## src/hw/rtl/dott_pkg.sv

```systemverilog
// package: widths, status codes, controller states and command/status structs
`default_nettype none

package dott_pkg;

    localparam int TABLE_DEPTH = 16;
    localparam int IDX_W       = (TABLE_DEPTH > 1) ? $clog2(TABLE_DEPTH) : 1;
    localparam int CNT_W       = $clog2(TABLE_DEPTH + 1);

    localparam int KIND_W   = 8;
    localparam int NUM_W    = 10;
    localparam int MONTH_W  = 4;
    localparam int DAY_W    = 5;
    localparam int KEY_W    = KIND_W + NUM_W;
    localparam int DATE_W   = MONTH_W + DAY_W;
    localparam int ENTRY_W  = KEY_W + DATE_W;
    localparam int STATUS_W = 3;
    localparam int POS_W    = 4;
    localparam int OCC_W    = 5;

    typedef enum logic [STATUS_W-1:0] {
        ST_UPDATED   = 3'd0,
        ST_ADDED     = 3'd1,
        ST_UNCHANGED = 3'd2,
        ST_FULL      = 3'd3,
        ST_ON_TIME   = 3'd4,
        ST_OVERDUE   = 3'd5,
        ST_NOT_FOUND = 3'd6
    } status_t;

    typedef enum logic [2:0] {
        S_IDLE,
        S_SCAN,
        S_PLAN,
        S_MOVE,
        S_PLACE
    } ctrl_state_t;

    typedef struct packed {
        logic load;
        logic scan;
        logic plan;
        logic move;
        logic commit;
    } ctrl_cmd_t;

    typedef struct packed {
        logic scan_done;
        logic plan_move;
        logic move_done;
        logic out_free;
    } dp_stat_t;

endpackage

`default_nettype wire

```

## src/hw/rtl/dott_if.sv

```systemverilog
// request and result channel interfaces
`default_nettype none

interface dott_req_if;
    import dott_pkg::*;

    logic               valid;
    logic               ready;
    logic               mode;
    logic [KIND_W-1:0]  task_kind;
    logic [NUM_W-1:0]   task_number;
    logic [MONTH_W-1:0] month;
    logic [DAY_W-1:0]   day;

    modport source (
        output valid, mode, task_kind, task_number, month, day,
        input  ready
    );
    modport sink (
        input  valid, mode, task_kind, task_number, month, day,
        output ready
    );
endinterface

interface dott_rsp_if;
    import dott_pkg::*;

    logic                valid;
    logic                ready;
    logic [STATUS_W-1:0] status;
    logic [POS_W-1:0]    position;
    logic [OCC_W-1:0]    occupancy;

    modport source (
        output valid, status, position, occupancy,
        input  ready
    );
    modport sink (
        input  valid, status, position, occupancy,
        output ready
    );
endinterface

`default_nettype wire

```

## src/hw/rtl/dott_dpath.sv

```systemverilog
// datapath: entry memory, scan, shift and result registers
`default_nettype none

module dott_dpath (
    input  wire logic                          clk,
    input  wire logic                          rst_n,
    input  wire logic                          cfg_we,
    input  wire logic                          cfg_wdata,
    input  wire logic                          req_mode,
    input  wire logic [dott_pkg::KIND_W-1:0]   req_kind,
    input  wire logic [dott_pkg::NUM_W-1:0]    req_number,
    input  wire logic [dott_pkg::MONTH_W-1:0]  req_month,
    input  wire logic [dott_pkg::DAY_W-1:0]    req_day,
    input  wire dott_pkg::ctrl_cmd_t           cmd,
    output dott_pkg::dp_stat_t                 stat,
    output logic                               out_valid,
    input  wire logic                          out_ready,
    output logic [dott_pkg::STATUS_W-1:0]      out_status,
    output logic [dott_pkg::POS_W-1:0]         out_position,
    output logic [dott_pkg::OCC_W-1:0]         out_occupancy
);
    import dott_pkg::*;

    logic [ENTRY_W-1:0] mem [TABLE_DEPTH];

    logic               ordered_reg;
    logic [CNT_W-1:0]   count_reg;

    logic               item_mode_reg;
    logic [KEY_W-1:0]   item_key_reg;
    logic [DATE_W-1:0]  item_date_reg;

    logic [ENTRY_W-1:0] rd_data_reg;
    logic               rd_vld_reg;
    logic [IDX_W-1:0]   rd_idx_reg;

    logic [CNT_W-1:0]   scan_cnt_reg;
    logic               match_reg;
    logic [IDX_W-1:0]   idx_reg;
    logic [DATE_W-1:0]  match_date_reg;
    logic               gt_found_reg;
    logic [IDX_W-1:0]   gt_reg;

    logic               mv_up_reg;
    logic [CNT_W-1:0]   mv_src_reg;
    logic [CNT_W-1:0]   mv_left_reg;

    status_t            res_status_reg;
    logic [CNT_W-1:0]   res_pos_reg;
    logic               place_reg;
    logic [CNT_W-1:0]   place_addr_reg;
    logic               inc_reg;
    logic               dec_reg;

    logic                out_valid_reg;
    logic [STATUS_W-1:0] out_status_reg;
    logic [POS_W-1:0]    out_position_reg;
    logic [OCC_W-1:0]    out_occupancy_reg;

    // read port and scan compare
    logic               scan_issue;
    logic               move_issue;
    logic               rd_en;
    logic [IDX_W-1:0]   rd_addr;
    logic [KEY_W-1:0]   rd_key;
    logic [DATE_W-1:0]  rd_date;
    logic               eval;
    logic               hit;
    logic               later;

    // write port
    logic               wr_en;
    logic [IDX_W-1:0]   wr_addr;
    logic [ENTRY_W-1:0] wr_data;

    // plan
    logic [CNT_W-1:0]   idx_w;
    logic [CNT_W-1:0]   gt_w;
    logic [CNT_W-1:0]   p_upd;
    logic [CNT_W-1:0]   p_add;
    logic               full;
    status_t            pl_status;
    logic [CNT_W-1:0]   pl_pos;
    logic               pl_move;
    logic               pl_up;
    logic [CNT_W-1:0]   pl_src;
    logic [CNT_W-1:0]   pl_left;
    logic               pl_place;
    logic [CNT_W-1:0]   pl_addr;
    logic               pl_inc;
    logic               pl_dec;
    logic [CNT_W-1:0]   count_after;

    assign scan_issue = cmd.scan && (scan_cnt_reg < count_reg);
    assign move_issue = cmd.move && (mv_left_reg != '0);
    assign rd_en      = scan_issue || move_issue;
    assign rd_addr    = scan_issue ? scan_cnt_reg[IDX_W-1:0] : mv_src_reg[IDX_W-1:0];

    assign rd_key  = rd_data_reg[ENTRY_W-1:DATE_W];
    assign rd_date = rd_data_reg[DATE_W-1:0];
    assign eval    = cmd.scan && rd_vld_reg;
    assign hit     = eval && (rd_key == item_key_reg) && !match_reg;
    assign later   = eval && (rd_key != item_key_reg) && (rd_date > item_date_reg)
                     && !gt_found_reg;

    assign full  = (count_reg == CNT_W'(TABLE_DEPTH));
    assign idx_w = CNT_W'(idx_reg);
    assign gt_w  = CNT_W'(gt_reg);

    // slot after removal of the matched entry
    always_comb
    begin
        if (!gt_found_reg)
        begin
            p_upd = count_reg - CNT_W'(1);
        end
        else if (gt_w > idx_w)
        begin
            p_upd = gt_w - CNT_W'(1);
        end
        else
        begin
            p_upd = gt_w;
        end
        p_add = gt_found_reg ? gt_w : count_reg;
    end

    always_comb
    begin
        pl_status = ST_NOT_FOUND;
        pl_pos    = '0;
        pl_move   = 1'b0;
        pl_up     = 1'b0;
        pl_src    = '0;
        pl_left   = '0;
        pl_place  = 1'b0;
        pl_addr   = '0;
        pl_inc    = 1'b0;
        pl_dec    = 1'b0;
        if (!item_mode_reg)
        begin
            if (match_reg)
            begin
                if (ordered_reg && (match_date_reg == item_date_reg))
                begin
                    pl_status = ST_UNCHANGED;
                    pl_pos    = idx_w;
                end
                else if (ordered_reg)
                begin
                    pl_status = ST_UPDATED;
                    pl_pos    = p_upd;
                    pl_place  = 1'b1;
                    pl_addr   = p_upd;
                    if (p_upd < idx_w)
                    begin
                        pl_move = 1'b1;
                        pl_up   = 1'b1;
                        pl_src  = idx_w - CNT_W'(1);
                        pl_left = idx_w - p_upd;
                    end
                    else if (p_upd > idx_w)
                    begin
                        pl_move = 1'b1;
                        pl_src  = idx_w + CNT_W'(1);
                        pl_left = p_upd - idx_w;
                    end
                end
                else
                begin
                    pl_status = ST_UPDATED;
                    pl_pos    = idx_w;
                    pl_place  = 1'b1;
                    pl_addr   = idx_w;
                end
            end
            else if (full)
            begin
                pl_status = ST_FULL;
            end
            else if (ordered_reg)
            begin
                pl_status = ST_ADDED;
                pl_pos    = p_add;
                pl_place  = 1'b1;
                pl_addr   = p_add;
                pl_inc    = 1'b1;
                if (p_add < count_reg)
                begin
                    pl_move = 1'b1;
                    pl_up   = 1'b1;
                    pl_src  = count_reg - CNT_W'(1);
                    pl_left = count_reg - p_add;
                end
            end
            else
            begin
                pl_status = ST_ADDED;
                pl_pos    = count_reg;
                pl_place  = 1'b1;
                pl_addr   = count_reg;
                pl_inc    = 1'b1;
            end
        end
        else if (match_reg)
        begin
            pl_status = (match_date_reg >= item_date_reg) ? ST_ON_TIME : ST_OVERDUE;
            pl_pos    = idx_w;
            pl_dec    = 1'b1;
            if ((idx_w + CNT_W'(1)) < count_reg)
            begin
                pl_move = 1'b1;
                pl_src  = idx_w + CNT_W'(1);
                pl_left = count_reg - idx_w - CNT_W'(1);
            end
        end
    end

    always_comb
    begin
        count_after = count_reg;
        if (inc_reg)
        begin
            count_after = count_reg + CNT_W'(1);
        end
        else if (dec_reg)
        begin
            count_after = count_reg - CNT_W'(1);
        end
    end

    // shift writes land one slot up or down from where they were read
    always_comb
    begin
        wr_en   = 1'b0;
        wr_addr = '0;
        wr_data = rd_data_reg;
        if (cmd.move && rd_vld_reg)
        begin
            wr_en   = 1'b1;
            wr_addr = mv_up_reg ? (rd_idx_reg + IDX_W'(1)) : (rd_idx_reg - IDX_W'(1));
        end
        else if (cmd.commit && place_reg)
        begin
            wr_en   = 1'b1;
            wr_addr = place_addr_reg[IDX_W-1:0];
            wr_data = {item_key_reg, item_date_reg};
        end
    end

    always_ff @(posedge clk)
    begin
        if (wr_en)
        begin
            mem[wr_addr] <= wr_data;
        end
        if (rd_en)
        begin
            rd_data_reg <= mem[rd_addr];
        end
        rd_idx_reg <= rd_addr;
    end

    always_ff @(posedge clk or negedge rst_n)
    begin
        if (!rst_n)
        begin
            ordered_reg   <= 1'b0;
            count_reg     <= '0;
            rd_vld_reg    <= 1'b0;
            out_valid_reg <= 1'b0;
        end
        else
        begin
            if (cfg_we)
            begin
                ordered_reg <= cfg_wdata;
            end
            rd_vld_reg <= rd_en;
            if (cmd.commit)
            begin
                count_reg     <= count_after;
                out_valid_reg <= 1'b1;
            end
            else if (out_ready)
            begin
                out_valid_reg <= 1'b0;
            end
        end
    end

    always_ff @(posedge clk)
    begin
        if (cmd.load)
        begin
            item_mode_reg <= req_mode;
            item_key_reg  <= {req_kind, req_number};
            item_date_reg <= {req_month, req_day};
            scan_cnt_reg  <= '0;
            match_reg     <= 1'b0;
            gt_found_reg  <= 1'b0;
        end
        else
        begin
            if (scan_issue)
            begin
                scan_cnt_reg <= scan_cnt_reg + CNT_W'(1);
            end
            if (hit)
            begin
                match_reg      <= 1'b1;
                idx_reg        <= rd_idx_reg;
                match_date_reg <= rd_date;
            end
            if (later)
            begin
                gt_found_reg <= 1'b1;
                gt_reg       <= rd_idx_reg;
            end
        end

        if (cmd.plan)
        begin
            res_status_reg <= pl_status;
            res_pos_reg    <= pl_pos;
            place_reg      <= pl_place;
            place_addr_reg <= pl_addr;
            inc_reg        <= pl_inc;
            dec_reg        <= pl_dec;
            mv_up_reg      <= pl_up;
            mv_src_reg     <= pl_src;
            mv_left_reg    <= pl_left;
        end
        else if (move_issue)
        begin
            mv_src_reg  <= mv_up_reg ? (mv_src_reg - CNT_W'(1)) : (mv_src_reg + CNT_W'(1));
            mv_left_reg <= mv_left_reg - CNT_W'(1);
        end

        if (cmd.commit)
        begin
            out_status_reg    <= res_status_reg;
            out_position_reg  <= POS_W'(res_pos_reg);
            out_occupancy_reg <= OCC_W'(count_after);
        end
    end

    assign stat.scan_done = (scan_cnt_reg >= count_reg) && !rd_vld_reg;
    assign stat.plan_move = pl_move;
    assign stat.move_done = (mv_left_reg == '0) && !rd_vld_reg;
    assign stat.out_free  = !out_valid_reg || out_ready;

    assign out_valid     = out_valid_reg;
    assign out_status    = out_status_reg;
    assign out_position  = out_position_reg;
    assign out_occupancy = out_occupancy_reg;

endmodule

`default_nettype wire

```

## src/hw/rtl/dott_ctrl.sv

```systemverilog
// controller state machine: sequences scan, plan, shift and commit
`default_nettype none

module dott_ctrl (
    input  wire logic               clk,
    input  wire logic               rst_n,
    input  wire logic               in_valid,
    output logic                    in_ready,
    input  wire dott_pkg::dp_stat_t stat,
    output dott_pkg::ctrl_cmd_t     cmd
);
    import dott_pkg::*;

    ctrl_state_t state_reg;
    ctrl_state_t state_next;

    always_ff @(posedge clk or negedge rst_n)
    begin
        if (!rst_n)
        begin
            state_reg <= S_IDLE;
        end
        else
        begin
            state_reg <= state_next;
        end
    end

    always_comb
    begin
        state_next = state_reg;
        unique case (state_reg)
            S_IDLE:
            begin
                if (in_valid)
                begin
                    state_next = S_SCAN;
                end
            end
            S_SCAN:
            begin
                if (stat.scan_done)
                begin
                    state_next = S_PLAN;
                end
            end
            S_PLAN:
            begin
                state_next = stat.plan_move ? S_MOVE : S_PLACE;
            end
            S_MOVE:
            begin
                if (stat.move_done)
                begin
                    state_next = S_PLACE;
                end
            end
            S_PLACE:
            begin
                if (stat.out_free)
                begin
                    state_next = S_IDLE;
                end
            end
            default:
            begin
                state_next = S_IDLE;
            end
        endcase
    end

    always_comb
    begin
        in_ready   = 1'b0;
        cmd        = '0;
        unique case (state_reg)
            S_IDLE:
            begin
                in_ready = 1'b1;
                cmd.load = in_valid;
            end
            S_SCAN:
            begin
                cmd.scan = 1'b1;
            end
            S_PLAN:
            begin
                cmd.plan = 1'b1;
            end
            S_MOVE:
            begin
                cmd.move = 1'b1;
            end
            S_PLACE:
            begin
                cmd.commit = stat.out_free;
            end
            default:
            begin
                in_ready = 1'b0;
            end
        endcase
    end

endmodule

`default_nettype wire

```

## src/hw/rtl/deadline_ordered_task_table_unit.sv

```systemverilog
// top level: deadline ordered task table, controller plus datapath
//
//  channel  | dir | handshake        | payload
//  ---------+-----+------------------+-------------------------------------------
//  req      | in  | valid / ready    | mode, task_kind, task_number, month, day
//  rsp      | out | valid / ready    | status, position, occupancy
//  cfg      | in  | cfg_we           | cfg_wdata (ordered mode bit)
//
//  an item is scanned over its n held entries (one scan read per cycle), then planned;
//  then m entries are shifted if needed (one per cycle, m at most n), then it is committed;
//  scan and shift each end with a drain of the read register and a done check
//  one item at a time; the next item is taken once the result sits in the output register
//  a result waiting on rsp holds the following item in its commit step
//  reset clears the entry count, ordered mode and both valid flags; memory needs no clear
`default_nettype none

module deadline_ordered_task_table_unit (
    input  wire logic   clk,
    input  wire logic   rst_n,
    input  wire logic   cfg_we,
    input  wire logic   cfg_wdata,
    dott_req_if.sink    req,
    dott_rsp_if.source  rsp
);
    import dott_pkg::*;

    // command and status between the controller and the datapath
    ctrl_cmd_t cmd;
    dp_stat_t  stat;

    // sequencer: idle, key scan, plan, shift, commit
    dott_ctrl u_ctrl (
        .clk      (clk),
        .rst_n    (rst_n),
        .in_valid (req.valid),
        .in_ready (req.ready),
        .stat     (stat),
        .cmd      (cmd)
    );

    // entry memory, scan compare, shift pipeline and result register
    dott_dpath u_dpath (
        .clk           (clk),
        .rst_n         (rst_n),
        .cfg_we        (cfg_we),
        .cfg_wdata     (cfg_wdata),
        .req_mode      (req.mode),
        .req_kind      (req.task_kind),
        .req_number    (req.task_number),
        .req_month     (req.month),
        .req_day       (req.day),
        .cmd           (cmd),
        .stat          (stat),
        .out_valid     (rsp.valid),
        .out_ready     (rsp.ready),
        .out_status    (rsp.status),
        .out_position  (rsp.position),
        .out_occupancy (rsp.occupancy)
    );

endmodule

`default_nettype wire

```

## src/flat_wrapper.sv

```systemverilog
// flat-port wrapper written by rule: the top's interface ports become plain ports
module deadline_ordered_task_table_unit_flat import dott_pkg::*;
  (clk, rst_n, cfg_we, cfg_wdata, req_valid, req_mode, req_task_kind, req_task_number, req_month, req_day, req_ready, rsp_valid, rsp_status, rsp_position, rsp_occupancy, rsp_ready);
  dott_req_if req_i ();
  dott_rsp_if rsp_i ();
  input  wire logic clk;
  input  wire logic rst_n;
  input  wire logic cfg_we;
  input  wire logic cfg_wdata;
  input wire logic [$bits(req_i.valid)-1:0] req_valid;
  input wire logic [$bits(req_i.mode)-1:0] req_mode;
  input wire logic [$bits(req_i.task_kind)-1:0] req_task_kind;
  input wire logic [$bits(req_i.task_number)-1:0] req_task_number;
  input wire logic [$bits(req_i.month)-1:0] req_month;
  input wire logic [$bits(req_i.day)-1:0] req_day;
  output wire logic [$bits(req_i.ready)-1:0] req_ready;
  output wire logic [$bits(rsp_i.valid)-1:0] rsp_valid;
  output wire logic [$bits(rsp_i.status)-1:0] rsp_status;
  output wire logic [$bits(rsp_i.position)-1:0] rsp_position;
  output wire logic [$bits(rsp_i.occupancy)-1:0] rsp_occupancy;
  input wire logic [$bits(rsp_i.ready)-1:0] rsp_ready;
  assign req_i.valid = req_valid;
  assign req_i.mode = req_mode;
  assign req_i.task_kind = req_task_kind;
  assign req_i.task_number = req_task_number;
  assign req_i.month = req_month;
  assign req_i.day = req_day;
  assign req_ready = req_i.ready;
  assign rsp_valid = rsp_i.valid;
  assign rsp_status = rsp_i.status;
  assign rsp_position = rsp_i.position;
  assign rsp_occupancy = rsp_i.occupancy;
  assign rsp_i.ready = rsp_ready;
  deadline_ordered_task_table_unit u_core (.clk(clk), .rst_n(rst_n), .cfg_we(cfg_we), .cfg_wdata(cfg_wdata), .req(req_i), .rsp(rsp_i));
endmodule
```

## config.mk

```make
export PLATFORM = sky130hd
export DESIGN_NAME = deadline_ordered_task_table_unit_flat
export DESIGN_NICKNAME = d
export VERILOG_FILES = /design/src/hw/rtl/dott_pkg.sv /design/src/hw/rtl/dott_if.sv /design/src/hw/rtl/dott_dpath.sv /design/src/hw/rtl/dott_ctrl.sv /design/src/hw/rtl/deadline_ordered_task_table_unit.sv /design/src/flat_wrapper.sv
export SDC_FILE = /design/constraint.sdc
export NUM_CORES = 1
export LEC_CHECK = 0
export ABC_AREA = 1
export BUFFER_PORTS_ARGS = -buffer_cell sky130_fd_sc_hd__buf_2
export CORE_AREA = 2 2 222 245
export CTS_CLUSTER_SIZE = 8
export DETAILED_ROUTE_END_ITERATION = 10
export DIE_AREA = 0 0 224 247
export PLACE_DENSITY = 0.65
export SETUP_SLACK_MARGIN = 0.2
export SYNTH_ARGS = -nofsm -noshare
export SYNTH_HDL_FRONTEND = slang
export SYNTH_SLANG_ARGS = --single-unit
```

## constraint.sdc

```tcl
create_clock -name clk -period 9.5 [get_ports clk]
set_input_delay 0 -clock clk [delete_from_list [all_inputs] [get_ports clk]]
set_output_delay 0 -clock clk [all_outputs]
set_load 0.05 [all_outputs]
```

# [Word level (Yosys, flattened, before mapping)]
# Memory sizes are Yosys's and may differ from the RTL's. A register that Yosys moved wholly into a read port is not among the register bits.
# Cells that the tools add are included.
[op_classes] addsub=16 order_cmp=9 eq_ne=12 mux=90 bitwise_logic=1 n_reduce_logical=28
[op_table] cell="5-bit two-way mux" count=32
[op_table] cell="27-bit two-way mux" count=2
[op_table] cell="4-bit two-way mux" count=13
[op_table] cell="1-bit two-way mux" count=32
[op_table] cell="3-bit two-way mux" count=7
[op_table] cell="5-bit by 1-bit subtractor with 5-bit output (second input constant)" count=4
[op_table] cell="18-bit equality test" count=1
[op_table] cell="18-bit != test" count=1
[op_table] cell="5-bit by 1-bit adder with 5-bit output (second input constant)" count=3
[op_table] cell="5-bit less-than comparator" count=3
[op_table] cell="3-bit case mux with 5 select lines" count=1
[op_table] cell="1-bit logical AND" count=13
[op_table] cell="4-bit by 1-bit subtractor with 5-bit output (second input constant)" count=2
[op_table] cell="5-bit by 4-bit subtractor with 5-bit output" count=2
[op_table] cell="9-bit equality test" count=1
[op_table] cell="9-bit greater-or-equal comparator" count=1
[op_table] cell="9-bit > comparator" count=1
[op_table] cell="3-bit by 2-bit equality test with 1-bit output (second input constant)" count=2
[op_table] cell="2-bit two-way mux" count=3
[op_table] cell="4-bit by 1-bit adder with 5-bit output (second input constant)" count=1
[op_table] cell="5-bit equality test (second input constant)" count=1
[op_table] cell="5-bit greater-or-equal comparator" count=1
[op_table] cell="5-bit by 4-bit > comparator with 1-bit output" count=1
[op_table] cell="5-bit zero test" count=1
[op_table] cell="19 further kinds" count=27
[totals] register_bits=104 ramBits=432 output_inout_bits=14 word_cells=184 n_memories=1
[mem_list] name="u_core.u_dpath.mem" words=16 width=27 rd=1 rd_ports_with_merged_regs=1 wr=1 line_no="dott_dpath.sv:24" source="logic [ENTRY_W-1:0] mem [TABLE_DEPTH];"

# [Logic depth before layout (Yosys ltp)]
[logic_depth] ltp_word=12 ltp_mapped=26

# [Modules after synthesis]
# From an unflattened synthesis, not the netlist that was laid out.
[unflattened] hier_cells=2511 area_unflattened_um2=26551.7
[modules_own_cells] mod="dott_dpath" instances=1 cells_each=2472 area_each_um2=26282.7 seq_area_each_um2=16636.0
[modules_own_cells] mod="dott_ctrl" instances=1 cells_each=39 area_each_um2=269.0 seq_area_each_um2=75.1

# [Worst setup path before layout]
# No wires, ideal clock.
[synth_path] path_kind="reg-to-reg" from="reg u_core.u_dpath.out_valid_reg (netlist: u_core.u_dpath.out_valid)" to="mem u_core.u_dpath.mem[0][0] (netlist name), enable pin" arrival_time_ns=3.670 slack_ns=5.377 stages_incl_launch_ff=12 synth_period_minus_slack_ns=4.123 path_cell_list="dfrtp_1 inv_1 nor2_1 inv_1 nand3_1 inv_1 nand2_1 inv_1 nand2_1 o21a_1 nand2_1 a211oi_1"
[synth_between] elab_chain_cells=8
[synth_rtl] item="from (decl)" line_no="dott_dpath.sv:55" source="logic out_valid_reg;"
[synth_rtl] item="from (signal assigned)" line_no="dott_dpath.sv:271" source="out_valid_reg <= 1'b0;"
[synth_rtl] item="from (signal assigned)" line_no="dott_dpath.sv:283" source="out_valid_reg <= 1'b1;"
[synth_rtl] item="from (signal assigned)" line_no="dott_dpath.sv:287" source="out_valid_reg <= 1'b0;"
[synth_rtl] item="1-bit zero test (*)" line_no="dott_dpath.sv:351" source="assign stat.out_free = !out_valid_reg || out_ready;"
[synth_rtl] item="1-bit logical OR (*)" line_no="dott_dpath.sv:351"
[synth_rtl] item="1-bit two-way mux (*)" line_no="dott_ctrl.sv:76" source="unique case (state_reg)"
[synth_rtl] item="1-bit logical AND (*)" line_no="dott_dpath.sv:243" source="else if (cmd.commit && place_reg)"
[synth_rtl] item="1-bit two-way mux" line_no="dott_dpath.sv:243"
[synth_rtl] item="1-bit two-way mux" line_no="dott_dpath.sv:238" source="if (cmd.move && rd_vld_reg)"
[synth_rtl] item="1-bit two-way mux" line_no="dott_dpath.sv:253" source="if (wr_en)"
[synth_rtl] item="1-bit two-way mux (not written as such)" line_no="dott_dpath.sv:255" source="mem[wr_addr] <= wr_data;"
[synth_rtl] item="to (decl)" line_no="dott_dpath.sv:24"
# Mark *: on every way between the ends. The rest lies on a longest branch, timed or not.

# [Worst setup path in the final report]
[layout_path] from="reg u_core.u_dpath.count_reg[2]" to="reg u_core.u_dpath.rd_data_reg[11], read port of u_core.u_dpath.mem, data pin"
[layout_between] elab_chain_cells=3
[layout_rtl] item="from (decl)" line_no="dott_dpath.sv:27" source="logic [CNT_W-1:0] count_reg;"
[layout_rtl] item="from (signal assigned)" line_no="dott_dpath.sv:282" source="count_reg <= count_after;"
[layout_rtl] item="5-bit less-than comparator (*)" line_no="dott_dpath.sv:94" source="assign scan_issue = cmd.scan && (scan_cnt_reg < count_reg);"
[layout_rtl] item="1-bit logical AND (*)" line_no="dott_dpath.sv:94"
[layout_rtl] item="4-bit two-way mux or 1-bit logical OR (tied branches)" line_no="dott_dpath.sv:97, dott_dpath.sv:96"
[layout_rtl] item="to (decl)" line_no="dott_dpath.sv:33" source="logic [ENTRY_W-1:0] rd_data_reg;"
# Marked as above.
# A chain may end at the register's enable or synchronous reset.

==> results.tsv <==
metric	value	unit
post-detailed-route count of antenna-violating nets	0	
final worst path period share	49.5	%
WHS	0.0854	ns
endpoints failing setup	0	
Clk Latency, worst-skew pair	0.63	ns
setup clock skew after layout	0.0416	ns
die extent in x	224	um
Critical path origin	u_core.u_dpath.count_reg[2]	
most frequent cells in the layout	603 x sky130_fd_sc_hd__nand2_1, 540 x sky130_fd_sc_hd__edfxtp_1, 371 x sky130_fd_sc_hd__nand3_1, 268 x sky130_fd_sc_hd__inv_1, 164 x sky130_fd_sc_hd__nand3b_1	
worst path setup slack after routing	4.80	ns
status	completed	
total global routing overflow	0	
maximum number of pins on one net before global-route repair	128	
critical path startpoint category	flop	
initial standard-cell utilization of the core	49.2	%
Fill cells	4401	
number of buffers added by the clock tree synthesis step	80	
unrepaired setup endpoints after global routing	false	
portion of the post-synthesis area used by sequential elements	63.9	%
per-instance average area after synthesis	10.7	sq um
mux share of post-synthesis cell area	0	%
data arrival time of the critical path	5.05	ns
Crit Path Category	reg2reg	
H-tree depth reported by CTS	3	
netlist area before placement	26200	sq um
Leakage	11.9	nW
Net Count, Synth	2541	
most frequent standard cell in the layout excluding fill and tap cells	sky130_fd_sc_hd__nand2_1	
number of placed cells counting well taps	3097	
critical path endpoint category	flop	
area share of fa/ha/maj cells after synthesis	3.33	%
vias after detailed routing	18200	
maximum VDD drop	367	uV
core region area	53100	sq um
Final Instance Area	29800	sq um
growth of design area from synthesis to finish	13.8	%
final net count	2632	
Placement Rows	89	
reg-to-reg endpoint	u_core.u_dpath.rd_data_reg[11]	
final wirelength	70200	um
maximum root-to-sink buffer count	3	
number of iterations in the first detailed-routing pass	6	
pre-CTS worst setup slack	4.82	ns
area occupied by multi-input gates	8020	sq um
antenna violations before repair	0	
number of flip-flops under the largest register name	432	
count of cells resized by post-cts repair	0	
total global routing track utilization	25.4	%
count of routing violations after the opening detailed-route iteration	1921	
root buffer cell	sky130_fd_sc_hd__clkbuf_16	
prevailing post-synth register cell	sky130_fd_sc_hd__edfxtp_1	
# Post-CTS Setup Buffers	0	
count of input and output buffers	47	
final core area utilization	56.1	%
share of final-layout standard cells stronger than drive strength 1	8.72	%
clock slew seen by the registers of the worst setup and hold paths	0.05	ns
startpoint of the most critical register-to-register path	u_core.u_dpath.count_reg[2]	
timing-limited maximum frequency	213	MHz
DRC Markers	0	
Final Hold Viols	0	
transition at the pin with the smallest max-transition slack	1.26	ns
Final Instance Count excl. Fillers	3238	
global-route wire length before repair	105000	um
FF+latch count, synth	562	
drt wl/cell	21.7	um
path type of the worst min-delay path	in2reg	
Synth Warn #	0	
register-to-register setup slack	4.80	ns
count of flip-flops with a built-in enable after synthesis	540	
simple-gate area share of the yosys netlist	22.6	%
area fraction in compound gates after synthesis	2.94	%
proportion of register bits with asynchronous set or reset after synthesis	1.96	%
final max-slew violation count	0	
Period minus WS final	4.70	ns
final weighted congestion of routability-driven global placement	0.907	
register area	16700	sq um
Power, Total	11.3	mW
count of maximum capacitance violations	0	
Setup TNS	0	ns
TritonCTS clock tree	yes	
dpl hpwl	37900	um
Die Outline Area	55300	sq um
end point of the critical path	u_core.u_dpath.rd_data_reg[11]	
number of global-route vias before repair	17400	
number of diodes added for antenna fixing	0	
gate count of the mapped netlist	2441	
number of primary I/O pins	48	
number of clock sinks	562	
maximum net fanout on the critical path	127	
parity-gate share of the synthesized area counting xor and xnor cells	1.10	%
main combinational cell family by area after synthesis	simple AND/OR/NAND/NOR gates	
headroom to the max-slew limit	15.8	%
R2R depth	14	
cell area power density	379	nW/um^2
required time of the critical path	9.86	ns
Die H	247	um
placed cell area	27200	sq um
via-per-instance ratio	5.62	
Synth cell types	46	
## critical path, cell delays in order, from the launching register on
cell,delay [ns]
sky130_fd_sc_hd__dfrtp_1,0.52
sky130_fd_sc_hd__inv_1,0.23
sky130_fd_sc_hd__ha_1,0.36
sky130_fd_sc_hd__nand2_1,0.07
sky130_fd_sc_hd__nor2_2,0.12
sky130_fd_sc_hd__nand2_2,0.10
sky130_fd_sc_hd__nand3_2,0.33
sky130_fd_sc_hd__nand2_8,0.36
sky130_fd_sc_hd__nand2_8,0.77
sky130_fd_sc_hd__buf_4,0.89
sky130_fd_sc_hd__nand2_1,0.15
sky130_fd_sc_hd__nand3_1,0.14
sky130_fd_sc_hd__nand3_1,0.09
sky130_fd_sc_hd__nand3_1,0.14
sky130_fd_sc_hd__nand2_1,0.08
## where the power goes
| part | leakage, nW | switching [mW] | total, mW | internal [mW] |
|---|---|---|---|---|
| Combinational | 5.68 | 3.60 | 5.03 | 1.42 |
| Clock | 1.09 | 1.05 | 2.61 | 1.56 |
| Sequential | 5.13 | 0.197 | 3.66 | 3.47 |
| Total | 11.9 | 4.84 | 11.3 | 6.45 |
## worst min path at each step
stage	start	endpoint	slack, ns	depth (start not counted)
final	req_task_number[8]	u_core.u_dpath.item_key_reg[8]	0.09	2
after detailed placement	rst_n	u_core.u_ctrl.state_reg[2]	-0.1	1
after CTS	req_task_number[8]	u_core.u_dpath.item_key_reg[8]	0.06	2
after global placement	rst_n	u_core.u_ctrl.state_reg[2]	-0.09	1
after global routing	req_task_number[8]	u_core.u_dpath.item_key_reg[8]	0.07	2
after floorplan	rst_n	u_core.u_ctrl.state_reg[0]	-0.30	0
## synthesized netlist by cell type (all sizes together) (2+ instances only)
library cell	count	area, sq um
nand4	9	62.6
xor2	18	158
clkinv	2	7.51
fa	6	120
o21a	6	45.0
xnor2	15	131
dfxtp	11	220
o22ai	2	12.5
inv	274	1030
o21bai	2	15.0
ha	60	751
o21ai	69	364
a21oi	37	185
buf	66	375
a31oi	4	25.0
nand3b	164	1230
nor2	73	279
dfrtp	11	275
nor3	10	60.1
nand3	373	1880
o211ai	6	45.0
nand2	607	2300
edfxtp	540	16200
nor3b	3	22.5
clkbuf	50	188
a211oi	7	52.6
or2	10	62.6
nor4	2	12.5
## cells by family (layout without fill, tap and decap cells)
| family | after synthesis | in the layout |
|---|---|---|
| compound gates | 136 | 136 |
| xor+xnor | 33 | 33 |
| fa+ha+maj | 66 | 66 |
| buf+inv | 392 | 507 |
| flops | 562 | 562 |
| simple gates | 1252 | 1252 |
## what timing repair did
item	CTS	global route
endpoints found under the setup margin	0	0
hold endpoints to repair	46	0
hold buffers	35	0
## metal layers
metal | GRT usage [%] | share of wire (%)
met5 | 0 | 0
met4 | 8.55 | 2.3
met3 | 3.72 | 6.9
met2 | 42.1 | 48
met1 | 34.5 | 43
## area by class of cell
class,instances,share of cell area (%)
Sequential cell,562,56.1
Tap cell,682,2.87
Clock buffer,99,7.00
Clock inverter,7,0.534
Multi-Input combinational cell,1487,26.9
Timing Repair Buffer,125,3.05
Inverter,276,3.49
Power figures use the tool's default switching activity.
